## src/rtl/lud_pkg.sv

```systemverilog
package lud_pkg;

    // commands from the sequencer to the datapath
    typedef struct packed {
        logic       load_wr;   // write the incoming word into the upper store
        logic       rd;        // read both stores at the given address
        logic       piv_cap;   // take the read word as the pivot
        logic       div_start; // start the multiplier division
        logic       l_cap;     // take the divider quotient as the multiplier
        logic       l_zero;    // zero pivot: multiplier is zero, mark singular
        logic       mul;       // product of multiplier and read word
        logic       upd_wr;    // write the updated upper entry
        logic       low_wr;    // write the multiplier into the lower store
        logic       flag_clr;  // clear both flags at the start of a run
        logic       out_cap;   // load the output register
        logic [1:0] row;
        logic [1:0] col;
        logic       diag;
        logic       below;
        logic       last;
    } t_cmd;

    typedef struct packed {
        logic piv_zero;
        logic div_done;
    } t_status;

    localparam logic [2:0] SIZE_RESET = 3'd4;
    localparam int unsigned MIN_SIZE = 2;

endpackage

```

## src/rtl/lud_div.sv

```systemverilog
module lud_div #(
    parameter int FRAC_BITS = 16
) (
    input  logic               i_clk,
    input  logic               i_rst_n,
    input  logic               i_start,
    input  logic signed [31:0] i_num,
    input  logic signed [31:0] i_den,
    output logic               o_done,
    output logic signed [31:0] o_quot,
    output logic               o_ovf
);
    localparam int DW   = 32 + FRAC_BITS;
    localparam int CNTW = $clog2(DW + 1);

    logic            r_busy;
    logic            r_done;
    logic [CNTW-1:0] r_cnt;
    logic [33:0]     r_rem;
    logic [DW-1:0]   r_sh;
    logic [32:0]     r_dmag;
    logic            r_neg;

    logic [32:0] num_ext;
    logic [32:0] den_ext;
    logic [32:0] num_mag;
    logic [32:0] den_mag;
    logic [33:0] trial;
    logic        fits;
    logic        hi;

    assign num_ext = {i_num[31], i_num};
    assign den_ext = {i_den[31], i_den};
    assign num_mag = i_num[31] ? (33'd0 - num_ext) : num_ext;
    assign den_mag = i_den[31] ? (33'd0 - den_ext) : den_ext;
    assign trial   = {r_rem[32:0], r_sh[DW-1]};
    assign fits    = trial >= {1'b0, r_dmag};

    always_ff @(posedge i_clk) begin
        if (!i_rst_n) begin
            r_busy <= 1'b0;
            r_done <= 1'b0;
            r_cnt  <= '0;
        end else begin
            r_done <= 1'b0;
            if (i_start) begin
                r_busy <= 1'b1;
                r_cnt  <= CNTW'(DW);
            end else if (r_busy) begin
                r_cnt <= r_cnt - 1'b1;
                if (r_cnt == CNTW'(1)) begin
                    r_busy <= 1'b0;
                    r_done <= 1'b1;
                end
            end
        end
    end

    // restoring division, one quotient bit a cycle shifted in behind the dividend
    always_ff @(posedge i_clk) begin
        if (i_start) begin
            r_rem  <= '0;
            r_sh   <= {num_mag[31:0], {FRAC_BITS{1'b0}}};
            r_dmag <= den_mag;
            r_neg  <= i_num[31] ^ i_den[31];
        end else if (r_busy) begin
            r_rem <= fits ? (trial - {1'b0, r_dmag}) : trial;
            r_sh  <= {r_sh[DW-2:0], fits};
        end
    end

    assign hi     = |r_sh[DW-1:32];
    assign o_done = r_done;

    always_comb begin
        if (r_neg) begin
            o_ovf  = hi | (r_sh[31] & (|r_sh[30:0]));
            o_quot = o_ovf ? 32'sh8000_0000 : $signed(32'd0 - r_sh[31:0]);
        end else begin
            o_ovf  = hi | r_sh[31];
            o_quot = o_ovf ? 32'sh7fff_ffff : $signed(r_sh[31:0]);
        end
    end

endmodule

```

## src/rtl/lud_dp.sv

```systemverilog
module lud_dp #(
    parameter int MAX_N     = 4,
    parameter int FRAC_BITS = 16
) (
    input  logic                                i_clk,
    input  logic                                i_rst_n,
    input  lud_pkg::t_cmd                       i_cmd,
    input  logic [$clog2(MAX_N*MAX_N)-1:0]      i_addr,
    input  logic signed [31:0]                  i_element_value,
    output lud_pkg::t_status                    o_status,
    output logic [1:0]                          o_row_index,
    output logic [1:0]                          o_col_index,
    output logic signed [31:0]                  o_lower_value,
    output logic signed [31:0]                  o_upper_value,
    output logic                                o_singular_flag,
    output logic                                o_overflow_flag,
    output logic                                o_last_result
);
    import lud_pkg::*;

    localparam int DEPTH = MAX_N * MAX_N;
    localparam logic signed [31:0] ONE = 32'sd1 <<< FRAC_BITS;

    logic signed [31:0] r_umem [DEPTH];
    logic signed [31:0] r_lmem [DEPTH];

    logic signed [31:0] r_rd_u;
    logic signed [31:0] r_rd_l;
    logic signed [31:0] r_piv;
    logic signed [31:0] r_l;
    logic signed [63:0] r_prod;
    logic               r_sing;
    logic               r_ovf;

    logic [1:0]         r_row;
    logic [1:0]         r_col;
    logic signed [31:0] r_lo;
    logic signed [31:0] r_up;
    logic               r_sing_o;
    logic               r_ovf_o;
    logic               r_last;

    logic               div_done;
    logic signed [31:0] div_quot;
    logic               div_ovf;

    logic signed [63:0] prod_fl;
    logic signed [64:0] diff;
    logic               upd_ovf;
    logic signed [31:0] upd_val;

    lud_div #(.FRAC_BITS(FRAC_BITS)) u_div (
        .i_clk   (i_clk),
        .i_rst_n (i_rst_n),
        .i_start (i_cmd.div_start),
        .i_num   (r_rd_u),
        .i_den   (r_piv),
        .o_done  (div_done),
        .o_quot  (div_quot),
        .o_ovf   (div_ovf)
    );

    // arithmetic shift floors toward minus infinity
    assign prod_fl = r_prod >>> FRAC_BITS;
    assign diff    = {r_rd_u[31], {33{r_rd_u[31]}}, r_rd_u[30:0]} - {prod_fl[63], prod_fl};
    assign upd_ovf = !((&diff[64:31]) || !(|diff[64:31]));
    assign upd_val = upd_ovf ? (diff[64] ? 32'sh8000_0000 : 32'sh7fff_ffff) : diff[31:0];

    always_ff @(posedge i_clk) begin
        if (i_cmd.load_wr) begin
            r_umem[i_addr] <= i_element_value;
        end else if (i_cmd.upd_wr) begin
            r_umem[i_addr] <= upd_val;
        end
        if (i_cmd.low_wr) begin
            r_lmem[i_addr] <= r_l;
        end
        if (i_cmd.rd) begin
            r_rd_u <= r_umem[i_addr];
            r_rd_l <= r_lmem[i_addr];
        end
    end

    always_ff @(posedge i_clk) begin
        if (i_cmd.piv_cap) begin
            r_piv <= r_rd_u;
        end
        if (i_cmd.l_cap) begin
            r_l <= div_quot;
        end else if (i_cmd.l_zero) begin
            r_l <= '0;
        end
        if (i_cmd.mul) begin
            r_prod <= r_l * r_rd_u;
        end
        if (i_cmd.out_cap) begin
            r_row    <= i_cmd.row;
            r_col    <= i_cmd.col;
            r_lo     <= i_cmd.diag ? ONE : (i_cmd.below ? r_rd_l : 32'sd0);
            r_up     <= i_cmd.below ? 32'sd0 : r_rd_u;
            r_sing_o <= r_sing;
            r_ovf_o  <= r_ovf;
            r_last   <= i_cmd.last;
        end
    end

    always_ff @(posedge i_clk) begin
        if (!i_rst_n) begin
            r_sing <= 1'b0;
            r_ovf  <= 1'b0;
        end else if (i_cmd.flag_clr) begin
            r_sing <= 1'b0;
            r_ovf  <= 1'b0;
        end else begin
            if (i_cmd.l_zero) begin
                r_sing <= 1'b1;
            end
            if ((i_cmd.l_cap && div_ovf) || (i_cmd.upd_wr && upd_ovf)) begin
                r_ovf <= 1'b1;
            end
        end
    end

    assign o_status.piv_zero = (r_piv == 32'sd0);
    assign o_status.div_done = div_done;

    assign o_row_index     = r_row;
    assign o_col_index     = r_col;
    assign o_lower_value   = r_lo;
    assign o_upper_value   = r_up;
    assign o_singular_flag = r_sing_o;
    assign o_overflow_flag = r_ovf_o;
    assign o_last_result   = r_last;

endmodule

```

## src/rtl/lud_ctrl.sv

```systemverilog
module lud_ctrl #(
    parameter int MAX_N = 4
) (
    input  logic                           i_clk,
    input  logic                           i_rst_n,
    input  logic                           i_cfg_valid,
    input  logic [2:0]                     i_matrix_size,
    output logic                           o_cfg_ready,
    input  logic                           i_in_valid,
    output logic                           o_in_stall,
    output logic                           o_out_valid,
    input  logic                           i_out_stall,
    input  lud_pkg::t_status               i_status,
    output lud_pkg::t_cmd                  o_cmd,
    output logic [$clog2(MAX_N*MAX_N)-1:0] o_addr
);
    import lud_pkg::*;

    localparam int AW = $clog2(MAX_N * MAX_N);
    localparam int CW = $clog2(MAX_N + 1);
    localparam int PW = 2 * CW;
    localparam int LW = $clog2(MAX_N * MAX_N + 1);

    typedef enum logic [3:0] {
        S_LOAD, S_RPIV, S_CPIV, S_RIK, S_DIV, S_DIVW, S_LWR,
        S_RKJ, S_RIJ, S_UPD, S_ORD, S_OCAP, S_OWAIT
    } t_state;

    t_state        r_state;
    logic [2:0]    r_size;
    logic [LW-1:0] r_cnt;
    logic [CW-1:0] r_i;
    logic [CW-1:0] r_j;
    logic [CW-1:0] r_k;
    logic          r_out_valid;

    logic [CW-1:0] n_act;
    logic [CW-1:0] n_last;
    logic [LW-1:0] nn;
    logic          in_acc;
    logic          pos_last;

    function automatic logic [AW-1:0] addr_of(input logic [CW-1:0] r, input logic [CW-1:0] c,
                                              input logic [CW-1:0] n);
        logic [PW-1:0] p;
        p = PW'(r) * PW'(n) + PW'(c);
        return p[AW-1:0];
    endfunction

    always_comb begin
        if ({1'b0, r_size} < 4'(MIN_SIZE)) begin
            n_act = CW'(MIN_SIZE);
        end else if ({1'b0, r_size} > 4'(MAX_N)) begin
            n_act = CW'(MAX_N);
        end else begin
            n_act = CW'(r_size);
        end
    end

    assign n_last   = n_act - 1'b1;
    assign nn       = LW'(PW'(n_act) * PW'(n_act));
    assign in_acc   = i_in_valid && (r_state == S_LOAD);
    assign pos_last = (r_i == n_last) && (r_j == n_last);

    assign o_cfg_ready = 1'b1;
    assign o_in_stall  = (r_state != S_LOAD);
    assign o_out_valid = r_out_valid;

    always_comb begin
        o_cmd       = '0;
        o_addr      = '0;
        o_cmd.row   = 2'(r_i);
        o_cmd.col   = 2'(r_j);
        o_cmd.diag  = (r_i == r_j);
        o_cmd.below = (r_i > r_j);
        o_cmd.last  = pos_last;
        case (r_state)
            S_LOAD: begin
                o_addr        = AW'(r_cnt);
                o_cmd.load_wr = in_acc;
                o_cmd.flag_clr = in_acc && (r_cnt + 1'b1 >= nn);
            end
            S_RPIV: begin
                o_addr   = addr_of(r_k, r_k, n_act);
                o_cmd.rd = 1'b1;
            end
            S_CPIV: o_cmd.piv_cap = 1'b1;
            S_RIK: begin
                o_addr   = addr_of(r_i, r_k, n_act);
                o_cmd.rd = 1'b1;
            end
            S_DIV: begin
                o_cmd.l_zero    = i_status.piv_zero;
                o_cmd.div_start = !i_status.piv_zero;
            end
            S_DIVW: o_cmd.l_cap = i_status.div_done;
            S_LWR: begin
                o_addr       = addr_of(r_i, r_k, n_act);
                o_cmd.low_wr = 1'b1;
            end
            S_RKJ: begin
                o_addr   = addr_of(r_k, r_j, n_act);
                o_cmd.rd = 1'b1;
            end
            S_RIJ: begin
                o_addr    = addr_of(r_i, r_j, n_act);
                o_cmd.rd  = 1'b1;
                o_cmd.mul = 1'b1;
            end
            S_UPD: begin
                o_addr       = addr_of(r_i, r_j, n_act);
                o_cmd.upd_wr = 1'b1;
            end
            S_ORD: begin
                o_addr   = addr_of(r_i, r_j, n_act);
                o_cmd.rd = 1'b1;
            end
            S_OCAP: o_cmd.out_cap = 1'b1;
            default: ;
        endcase
    end

    always_ff @(posedge i_clk) begin
        if (!i_rst_n) begin
            r_state     <= S_LOAD;
            r_size      <= SIZE_RESET;
            r_cnt       <= '0;
            r_i         <= '0;
            r_j         <= '0;
            r_k         <= '0;
            r_out_valid <= 1'b0;
        end else begin
            if (i_cfg_valid) begin
                r_size <= i_matrix_size;
            end
            case (r_state)
                S_LOAD: begin
                    if (in_acc) begin
                        if (r_cnt + 1'b1 >= nn) begin
                            r_cnt   <= '0;
                            r_k     <= '0;
                            r_state <= S_RPIV;
                        end else begin
                            r_cnt <= r_cnt + 1'b1;
                        end
                    end
                end
                S_RPIV: r_state <= S_CPIV;
                S_CPIV: begin
                    r_i     <= r_k + 1'b1;
                    r_state <= S_RIK;
                end
                S_RIK: r_state <= S_DIV;
                S_DIV: r_state <= i_status.piv_zero ? S_LWR : S_DIVW;
                S_DIVW: begin
                    if (i_status.div_done) begin
                        r_state <= S_LWR;
                    end
                end
                S_LWR: begin
                    r_j     <= r_k + 1'b1;
                    r_state <= S_RKJ;
                end
                S_RKJ: r_state <= S_RIJ;
                S_RIJ: r_state <= S_UPD;
                S_UPD: begin
                    if (r_j != n_last) begin
                        r_j     <= r_j + 1'b1;
                        r_state <= S_RKJ;
                    end else if (r_i != n_last) begin
                        r_i     <= r_i + 1'b1;
                        r_state <= S_RIK;
                    end else if (r_k + 1'b1 != n_last) begin
                        r_k     <= r_k + 1'b1;
                        r_state <= S_RPIV;
                    end else begin
                        r_i     <= '0;
                        r_j     <= '0;
                        r_state <= S_ORD;
                    end
                end
                S_ORD: r_state <= S_OCAP;
                S_OCAP: begin
                    r_out_valid <= 1'b1;
                    r_state     <= S_OWAIT;
                end
                S_OWAIT: begin
                    if (!i_out_stall) begin
                        r_out_valid <= 1'b0;
                        if (pos_last) begin
                            r_state <= S_LOAD;
                        end else begin
                            if (r_j == n_last) begin
                                r_j <= '0;
                                r_i <= r_i + 1'b1;
                            end else begin
                                r_j <= r_j + 1'b1;
                            end
                            r_state <= S_ORD;
                        end
                    end
                end
                default: r_state <= S_LOAD;
            endcase
        end
    end

    a_div_nonzero: assert property (@(posedge i_clk) disable iff (!i_rst_n)
        o_cmd.div_start |-> !i_status.piv_zero)
        else $error("division started on a zero pivot");

    a_upd_region: assert property (@(posedge i_clk) disable iff (!i_rst_n)
        o_cmd.upd_wr |-> (r_i > r_k) && (r_j > r_k))
        else $error("update outside the trailing submatrix");

    a_out_hold: assert property (@(posedge i_clk) disable iff (!i_rst_n)
        r_out_valid && i_out_stall |=> r_out_valid && $stable(r_i) && $stable(r_j))
        else $error("stalled result position moved");

    a_no_load_in_out: assert property (@(posedge i_clk) disable iff (!i_rst_n)
        r_out_valid |-> o_in_stall)
        else $error("input open while results pending");

endmodule

```

## src/rtl/lu_decomposition_no_pivot_core.sv

```systemverilog
// LU decomposition without pivoting (Doolittle), signed fixed point (Q16.16 at the default FRAC_BITS).
// Input channel: i_in_valid / o_in_stall carries one word per matrix element,
// row-major. After n*n words (n from the size register, clamped to 2..MAX_N)
// elimination runs, with the input stalled, then n*n result words leave on
// o_out_valid / i_out_stall in row-major order, each with its L and U entry.
// Configuration: i_cfg_valid / o_cfg_ready writes the matrix size; ready is
// always high. Write it only while the block is idle.
// Elimination: per pivot the diagonal entry is read and captured; per row
// below it the multiplier comes from the serial divider (zero on a zero
// pivot, which marks the matrix singular) and is written to the L store,
// then each entry of that row right of the pivot is read, multiplied and
// updated. Each result word is read out only after the last one was taken.
// Reset clears the load count, the flags and the output valid, and sets the
// size to 4. When the receiver stalls, the current result word holds and the
// sequence waits.
module lu_decomposition_no_pivot_core #(
    parameter int MAX_N     = 4,
    parameter int FRAC_BITS = 16
) (
    input  logic               i_clk,
    input  logic               i_rst_n,
    input  logic               i_cfg_valid,
    output logic               o_cfg_ready,
    input  logic [2:0]         i_matrix_size,
    input  logic               i_in_valid,
    output logic               o_in_stall,
    input  logic signed [31:0] i_element_value,
    output logic               o_out_valid,
    input  logic               i_out_stall,
    output logic [1:0]         o_row_index,
    output logic [1:0]         o_col_index,
    output logic signed [31:0] o_lower_value,
    output logic signed [31:0] o_upper_value,
    output logic               o_singular_flag,
    output logic               o_overflow_flag,
    output logic               o_last_result
);
    import lud_pkg::*;

    localparam int AW = $clog2(MAX_N * MAX_N);

    t_cmd          cmd;
    t_status       status;
    logic [AW-1:0] addr;

    lud_ctrl #(.MAX_N(MAX_N)) u_ctrl (
        .i_clk         (i_clk),
        .i_rst_n       (i_rst_n),
        .i_cfg_valid   (i_cfg_valid),
        .i_matrix_size (i_matrix_size),
        .o_cfg_ready   (o_cfg_ready),
        .i_in_valid    (i_in_valid),
        .o_in_stall    (o_in_stall),
        .o_out_valid   (o_out_valid),
        .i_out_stall   (i_out_stall),
        .i_status      (status),
        .o_cmd         (cmd),
        .o_addr        (addr)
    );

    lud_dp #(.MAX_N(MAX_N), .FRAC_BITS(FRAC_BITS)) u_dp (
        .i_clk           (i_clk),
        .i_rst_n         (i_rst_n),
        .i_cmd           (cmd),
        .i_addr          (addr),
        .i_element_value (i_element_value),
        .o_status        (status),
        .o_row_index     (o_row_index),
        .o_col_index     (o_col_index),
        .o_lower_value   (o_lower_value),
        .o_upper_value   (o_upper_value),
        .o_singular_flag (o_singular_flag),
        .o_overflow_flag (o_overflow_flag),
        .o_last_result   (o_last_result)
    );

endmodule
```

## config.mk

```make
export PLATFORM = sky130hd
export DESIGN_NAME = lu_decomposition_no_pivot_core
export DESIGN_NICKNAME = d
export VERILOG_FILES = /design/src/rtl/lud_pkg.sv /design/src/rtl/lud_div.sv /design/src/rtl/lud_dp.sv /design/src/rtl/lud_ctrl.sv /design/src/rtl/lu_decomposition_no_pivot_core.sv
export SDC_FILE = /design/constraint.sdc
export NUM_CORES = 2
export LEC_CHECK = 0
export BUFFER_PORTS_ARGS = -buffer_cell sky130_fd_sc_hd__buf_2
export CELL_PAD_IN_SITES_DETAIL_PLACEMENT = 2
export CELL_PAD_IN_SITES_GLOBAL_PLACEMENT = 2
export CORE_MARGIN = 3
export CORE_UTILIZATION = 48
export DETAILED_ROUTE_END_ITERATION = 8
export GPL_TIMING_DRIVEN = 0
export PLACE_DENSITY = 0.85
export SLEW_MARGIN = 20
export SYNTH_ARGS = -nofsm -noshare
export SYNTH_HDL_FRONTEND = slang
export SYNTH_SLANG_ARGS = --single-unit
```

## constraint.sdc

```tcl
create_clock -name i_clk -period 23.7 [get_ports i_clk]
set_clock_uncertainty 0.15 [all_clocks]
set_input_delay 2.37 -clock i_clk [delete_from_list [all_inputs] [get_ports i_clk]]
set_output_delay 2.37 -clock i_clk [all_outputs]
set_load 0.01 [all_outputs]
```

==> results of run 1 <==
## through the flow
step | instance area, sq um | util | setup WS, ns | hold slack [ns] | instances
after floorplan | 98370 | - | 15.32 | 0.2582 | 9103
after global placement | 102300 | 0.5040 | 11.90 | 0.2755 | 11890
after detailed placement | 104000 | 0.5124 | 11.83 | 0.2887 | 11960
after CTS | 108900 | 0.5367 | 11.53 | 0.3410 | 12240
## Yosys cell counts, types with 17 or more instances
cell type                  number  share of area
sky130_fd_sc_hd__xor2_1        81         0.0072
sky130_fd_sc_hd__inv_1       1140          0.044
sky130_fd_sc_hd__nor4_1        22         0.0014
sky130_fd_sc_hd__nor2_1       226         0.0086
sky130_fd_sc_hd__a211oi_1      18         0.0014
sky130_fd_sc_hd__mux2i_1       28         0.0028
sky130_fd_sc_hd__xnor2_1      125          0.011
sky130_fd_sc_hd__ha_1         295          0.038
sky130_fd_sc_hd__dfxtp_1       81          0.016
sky130_fd_sc_hd__o31ai_1       32         0.0024
sky130_fd_sc_hd__and3_1       142         0.0090
sky130_fd_sc_hd__o21ai_0      170         0.0086
sky130_fd_sc_hd__nor2b_1       55         0.0035
sky130_fd_sc_hd__clkbuf_1     495          0.019
sky130_fd_sc_hd__a21o_1        76         0.0058
sky130_fd_sc_hd__edfxtp_1    1337           0.41
sky130_fd_sc_hd__o21a_1        23         0.0018
sky130_fd_sc_hd__a31oi_1      127         0.0081
sky130_fd_sc_hd__buf_1         35         0.0013
sky130_fd_sc_hd__o21ai_1       17        0.00086
sky130_fd_sc_hd__nand4_1       28         0.0018
sky130_fd_sc_hd__a21oi_1      227          0.012
sky130_fd_sc_hd__a311oi_1     197          0.018
sky130_fd_sc_hd__a22oi_1       26         0.0020
sky130_fd_sc_hd__nand3b_1      26         0.0020
sky130_fd_sc_hd__and2_1       545          0.035
sky130_fd_sc_hd__nand2b_1      47         0.0030
sky130_fd_sc_hd__nor3_1        45         0.0023
sky130_fd_sc_hd__nand3_1      377          0.019
sky130_fd_sc_hd__or3_1         33         0.0021
sky130_fd_sc_hd__nand2_1     1733          0.066
sky130_fd_sc_hd__fa_1        1085           0.22
## layer usage
metal	track usage	GRT overflow
met1	0.6915	3
met2	0.8759	33
met3	0.5353	0
met4	0.7068	47
met5	0.2556	0
## cell families after synthesis
logic type,Yosys count
AO/OA/AOI/OAI,1040
XOR/XNOR,206
multiplexers,37
buffers and inverters,1679
adder cells (fa/ha/maj),1380
other,2
AND/OR/NAND/NOR,3340
flip-flops,1418
==> impl_metrics.prom, run 1 <==
# TYPE chip_impl_metric gauge
chip_impl_info{name="clk_root_buf",value="sky130_fd_sc_hd__clkbuf_16"} 1
chip_impl_metric{name="netlist-cell-type-count",unit=""} 97
chip_impl_metric{name="cts.sink_count",unit=""} 1418
chip_impl_metric{name="yosys.area_share.simple",unit=""} 0.1589
chip_impl_info{name="synthFlopType",value="sky130_fd_sc_hd__edfxtp_1"} 1
chip_impl_metric{name="synth-async-reset-ratio",unit=""} 0
chip_impl_metric{name="htree_levels",unit=""} 4
chip_impl_info{name="flow.stopped_at",value="5_1_grt"} 1
chip_impl_metric{name="dpl.hpwl",unit="um"} 363800
chip_impl_metric{name="cts_hold_buf",unit=""} 0
chip_impl_metric{name="num_rows",unit=""} 165
chip_impl_metric{name="antenna_found_initial",unit=""} 140
chip_impl_info{name="combinational_family_with_the_most_area_after_synthesis",value="adder cells"} 1
chip_impl_metric{name="synth_compound_area_frac",unit=""} 0.07143
chip_impl_metric{name="syn-mean-instance-area",unit="sq um"} 10.81
chip_impl_metric{name="cts.path.max_buffers",unit=""} 3
chip_impl_metric{name="initial_core_util",unit=""} 0.4847
chip_impl_metric{name="netlist_area",unit="sq mm"} 0.09837
chip_impl_info{name="first_error",value="[ERROR GRT-0232] Routing congestion too high. Check the congestion heatmap in the GUI."} 1
chip_impl_metric{name="grt.overflow.total",unit=""} 83
chip_impl_metric{name="seq_area_frac_synth",unit=""} 0.4246
chip_impl_metric{name="synth-xor-area-share",unit=""} 0.01834
chip_impl_metric{name="post_cts.resized_instances",unit=""} 0
chip_impl_metric{name="tritoncts.num_buffers",unit=""} 152
chip_impl_metric{name="grt_use_total",unit=""} 0.6998
chip_impl_metric{name="grt_max_degree",unit=""} 33
chip_impl_metric{name="io_pins",unit=""} 114
chip_impl_metric{name="port-buffer-count",unit=""} 112
chip_impl_metric{name="post_synth_adder_cell_area",unit=""} 0.2583
chip_impl_metric{name="die-height",unit="um"} 458.7
chip_impl_metric{name="number_of_synthesis_warnings",unit=""} 0
chip_impl_metric{name="yosys_register_bits",unit=""} 1418
chip_impl_info{name="outcome",value="aborted with a tool error"} 1
chip_impl_metric{name="mux_cell_area_share_after_synthesis",unit=""} 0.003879
chip_impl_metric{name="synth_edf_count",unit=""} 1337
chip_impl_metric{name="dieWidth",unit="um"} 458.7
chip_impl_metric{name="synth_cells",unit=""} 9102
chip_impl_metric{name="cts_setup_buffers",unit=""} 0
chip_impl_metric{name="gp_congestion",unit=""} 0.9683
==> run 2, diff against run 1 <==
CELL_PAD_IN_SITES_DETAIL_PLACEMENT = not set   (was 2)
CELL_PAD_IN_SITES_GLOBAL_PLACEMENT = not set   (was 2)
CORE_UTILIZATION = 35   (was 48)
PLACE_DENSITY = not set   (was 0.85)
PLACE_DENSITY_LB_ADDON = 0.15   (was not set)
==> run 2 against run 1 <==
Synthesized cell count unchanged. The run now ends clean. Area after synthesis unchanged.
==> impl_metrics.prom, run 2 <==
# TYPE chip_impl_metric gauge
chip_impl_info{name="outcome",value="complete, no violations"} 1
chip_impl_metric{name="areaGrowthSynthToFinish",unit="%"} 12.62
chip_impl_metric{name="netSwitchingFraction",unit=""} 0.3174
chip_impl_metric{name="worst_hold_slack",unit="ns"} 0.2903
chip_impl_metric{name="postRouteAntennaNets",unit=""} 0
chip_impl_info{name="hp-class",value="flip-flop to flip-flop"} 1
chip_impl_info{name="reg_top3",value="u_dp.r_lmem (512), u_dp.r_umem (512)"} 1
chip_impl_metric{name="vias",unit=""} 71250
chip_impl_info{name="slowest_stage_cell_crit_path",value="sky130_fd_sc_hd__clkbuf_1"} 1
chip_impl_metric{name="dieWidth",unit="um"} 536.1
chip_impl_metric{name="critPathRequiredTime",unit="ns"} 24.05
chip_impl_metric{name="netlist_area",unit="sq mm"} 0.09837
chip_impl_metric{name="yosys.area.top_type_share",unit=""} 0.4081
chip_impl_metric{name="gp_congestion",unit=""} 0.9510
chip_impl_metric{name="worst_slew_pin_slew",unit="ns"} 1.290
chip_impl_info{name="clk_root_buf",value="sky130_fd_sc_hd__clkbuf_16"} 1
chip_impl_metric{name="drt-pass1-iter-count",unit=""} 5
chip_impl_metric{name="ff2ff_setup_slack",unit="ns"} 12.27
chip_impl_metric{name="cts_setup_buffers",unit=""} 0
chip_impl_metric{name="seq_area_frac_synth",unit=""} 0.4246
chip_impl_metric{name="max_stage_delay_on_crit_path",unit="ns"} 0.94
chip_impl_metric{name="numPlacedInstances",unit=""} 13030
chip_impl_metric{name="grt_pass1_vias",unit=""} 71780
chip_impl_info{name="leading_cell_types_by_count_after_synthesis",value="sky130_fd_sc_hd__nand2_1 (1733), sky130_fd_sc_hd__edfxtp_1 (1337), sky130_fd_sc_hd__inv_1 (1140)"} 1
chip_impl_metric{name="number_of_synthesis_warnings",unit=""} 0
chip_impl_info{name="worstSetupStartpointType",value="flip-flop"} 1
chip_impl_metric{name="wire_length_on_met2",unit="um"} 168800
chip_impl_metric{name="min_period_over_period",unit=""} 0.4823
chip_impl_metric{name="grt.overflow.total",unit=""} 0
chip_impl_info{name="commonest_cells_after_routing_fill_and_taps_aside",value="sky130_fd_sc_hd__nand2_1 (1731), sky130_fd_sc_hd__edfxtp_1 (1337), sky130_fd_sc_hd__inv_1 (1140)"} 1
chip_impl_metric{name="netlist-cell-type-count",unit=""} 97
chip_impl_metric{name="io_pins",unit=""} 114
chip_impl_metric{name="report.final.slew_viol_count",unit=""} 0
chip_impl_info{name="yosysMostFrequentCell",value="sky130_fd_sc_hd__nand2_1"} 1
chip_impl_info{name="synthFlopType",value="sky130_fd_sc_hd__edfxtp_1"} 1
chip_impl_metric{name="report.power.total",unit="mW"} 7.070
chip_impl_metric{name="cts.sink_count",unit=""} 1418
chip_impl_metric{name="nFillCells",unit=""} 27310
chip_impl_metric{name="die-area",unit="sq mm"} 0.2875
chip_impl_metric{name="multiInputGateArea",unit="sq mm"} 0.05065
chip_impl_metric{name="grt_max_degree",unit=""} 33
chip_impl_metric{name="cts.reportedPaths.clkPinSlew",unit="ns"} 0.06
chip_impl_metric{name="core_area",unit="sq mm"} 0.2796
chip_impl_metric{name="routed_metal_1_wire_length",unit="um"} 147200
chip_impl_metric{name="p_sw",unit="mW"} 2.244
chip_impl_metric{name="wl",unit="um"} 363300
chip_impl_metric{name="synth-async-reset-ratio",unit=""} 0
chip_impl_info{name="synth_largest_area_cell",value="sky130_fd_sc_hd__edfxtp_1"} 1
chip_impl_metric{name="post_cts.resized_instances",unit=""} 0
chip_impl_metric{name="tritoncts.num_buffers",unit=""} 162
chip_impl_metric{name="die-height",unit="um"} 536.1
chip_impl_metric{name="syn-mean-instance-area",unit="sq um"} 10.81
chip_impl_metric{name="finalNonFillerCells",unit=""} 13340
chip_impl_info{name="crit_top_cell",value="sky130_fd_sc_hd__fa_1"} 1
chip_impl_metric{name="initialDrtViolationCount",unit=""} 7323
chip_impl_metric{name="num_rows",unit=""} 194
chip_impl_metric{name="finished_core_util",unit=""} 0.3962
chip_impl_info{name="unrepaired_setup_endpoints_after_global_routing",value="no"} 1
chip_impl_metric{name="port-buffer-count",unit=""} 112
chip_impl_metric{name="antenna_found_initial",unit=""} 44
chip_impl_metric{name="ratio_of_cells_with_drive_above_1_in_the_final_layout",unit=""} 0.05988
chip_impl_metric{name="finalInstanceArea",unit="sq mm"} 0.1108
chip_impl_metric{name="pwr-share-seq",unit=""} 0.400
chip_impl_metric{name="vdd_drop_max",unit="uV"} 137.9
chip_impl_metric{name="finish.net_count",unit=""} 10900
chip_impl_metric{name="power_frac_comb",unit=""} 0.257
chip_impl_metric{name="setup_violations",unit=""} 0
chip_impl_info{name="path_class",value="flip-flop to flip-flop"} 1
chip_impl_metric{name="final-hold-violation-count",unit=""} 0
chip_impl_metric{name="max_slew_margin",unit=""} 0.1401
chip_impl_metric{name="htree_levels",unit=""} 4
chip_impl_metric{name="finalWorstPathRequiredPeriod",unit="ns"} 11.43
chip_impl_metric{name="grt_use_total",unit=""} 0.2503
chip_impl_info{name="synthTopCellsByArea",value="sky130_fd_sc_hd__edfxtp_1 (41%), sky130_fd_sc_hd__fa_1 (22%), sky130_fd_sc_hd__nand2_1 (6.6%)"} 1
chip_impl_info{name="endpoint_kind",value="flip-flop"} 1
chip_impl_metric{name="clock_power_share",unit=""} 0.344
chip_impl_metric{name="grt_first_pass_wirelength",unit="um"} 516900
chip_impl_metric{name="worst_skew_pair.late_latency",unit="ns"} 0.82
chip_impl_metric{name="max_cap_viol_count",unit=""} 0
chip_impl_metric{name="wire_per_inst",unit="um"} 27.23
chip_impl_metric{name="tns",unit="ns"} 0
chip_impl_metric{name="pre_cts_slack",unit="ns"} 12.59
chip_impl_metric{name="synth_cells",unit=""} 9102
chip_impl_metric{name="synth_edf_count",unit=""} 1337
chip_impl_info{name="final_common_cell",value="sky130_fd_sc_hd__nand2_1"} 1
chip_impl_metric{name="internal_power",unit="mW"} 4.826
chip_impl_info{name="tritoncts",value="built"} 1
chip_impl_metric{name="cts_hold_buf",unit=""} 0
chip_impl_metric{name="worstPathMaxFanout",unit=""} 10
chip_impl_metric{name="via_per_inst",unit=""} 5.341
chip_impl_metric{name="area_taken_by_flip_flops_and_latches",unit="sq mm"} 0.04177
chip_impl_metric{name="route.detailed.drc",unit=""} 0
chip_impl_metric{name="initial_core_util",unit=""} 0.3518
chip_impl_metric{name="cts.path.max_buffers",unit=""} 4
chip_impl_metric{name="wl_met3",unit="um"} 27090
chip_impl_metric{name="layout_setup_ws",unit="ns"} 12.27
chip_impl_metric{name="dpl.hpwl",unit="um"} 282200
chip_impl_metric{name="yosys_register_bits",unit=""} 1418
chip_impl_info{name="top_layer",value="met5"} 1
chip_impl_metric{name="pwr_density_cell",unit="mW/mm^2"} 63.82
chip_impl_metric{name="max_freq",unit="MHz"} 87.49
chip_impl_metric{name="post_dp_cell_area",unit="sq mm"} 0.1056
chip_impl_metric{name="critical_path_arrival",unit="ns"} 11.78
chip_impl_metric{name="leakage",unit="nW"} 44.32
-- run 2: cell counts after synthesis --
No cell type changed its count.
-- run 2: cell families after synthesis --
family,after synthesis,share of synthesized area
other,2,0.00007634
multiplexers,37,0.003879
buffers and inverters,1679,0.06440
flip-flops,1418,0.4246
AO/OA/AOI/OAI,1040,0.07143
AND/OR/NAND/NOR,3340,0.1589
XOR/XNOR,206,0.01834
adder cells (fa/ha/maj),1380,0.2583
-- run 2: worst paths after layout --
check,from,depth (start not counted),end
worst min-delay path,u_dp.r_sing,0,u_dp.o_singular_flag
worst max-delay path,u_dp.r_rd_u[4],26,u_dp.r_prod[47]
worst max register to register,u_dp.r_rd_u[4],26,u_dp.r_prod[47]
worst min register to register,u_dp.r_sing,0,u_dp.o_singular_flag
-- run 2: cell type report --
class,instances,share of cell area
tap,3724,0.04206
inverter,1140,0.03863
buffer,539,0.01893
clock inverter,92,0.006867
clock buffer,194,0.03834
multi-input combinational,6006,0.4572
sequential,1418,0.3770
antenna,14,0.0003162
timing repair buffer,213,0.02067
-- run 2: power groups by stage --
| stage | Sequential (mW) | Clock (mW) | Combinational (mW) |
|---|---|---|---|
| floorplan | 2.86 | 0 | 1.10 |
| global placement | 2.88 | 0 | 1.79 |
| detailed placement | 2.88 | 0 | 1.81 |
| CTS | 2.83 | 2.48 | 1.83 |
| global route | 2.83 | 2.58 | 1.99 |
| finish | 2.83 | 2.43 | 1.81 |
-- run 2: per-layer routing --
| layer | track usage | vias up |
|---|---|---|
| met2 | 0.4039 | 2893 |
| met5 | 0.001332 | - |
| met4 | 0.1128 | 12 |
| met1 | 0.3334 | 36600 |
| li1 | - | 31030 |
| met3 | 0.03731 | 715 |
-- run 2: worst max-delay path, delay by kind of cell, from the launching register on --
kind / cells / cell delay [ns]
buffers and inverters: 5 / 1.98
AND/OR/NAND/NOR: 7 / 1.93
adder cells (fa/ha/maj): 9 / 4.26
flip-flops: 1 / 0.73
AO/OA/AOI/OAI: 5 / 1.99
Power figures use the tool's default switching activity.
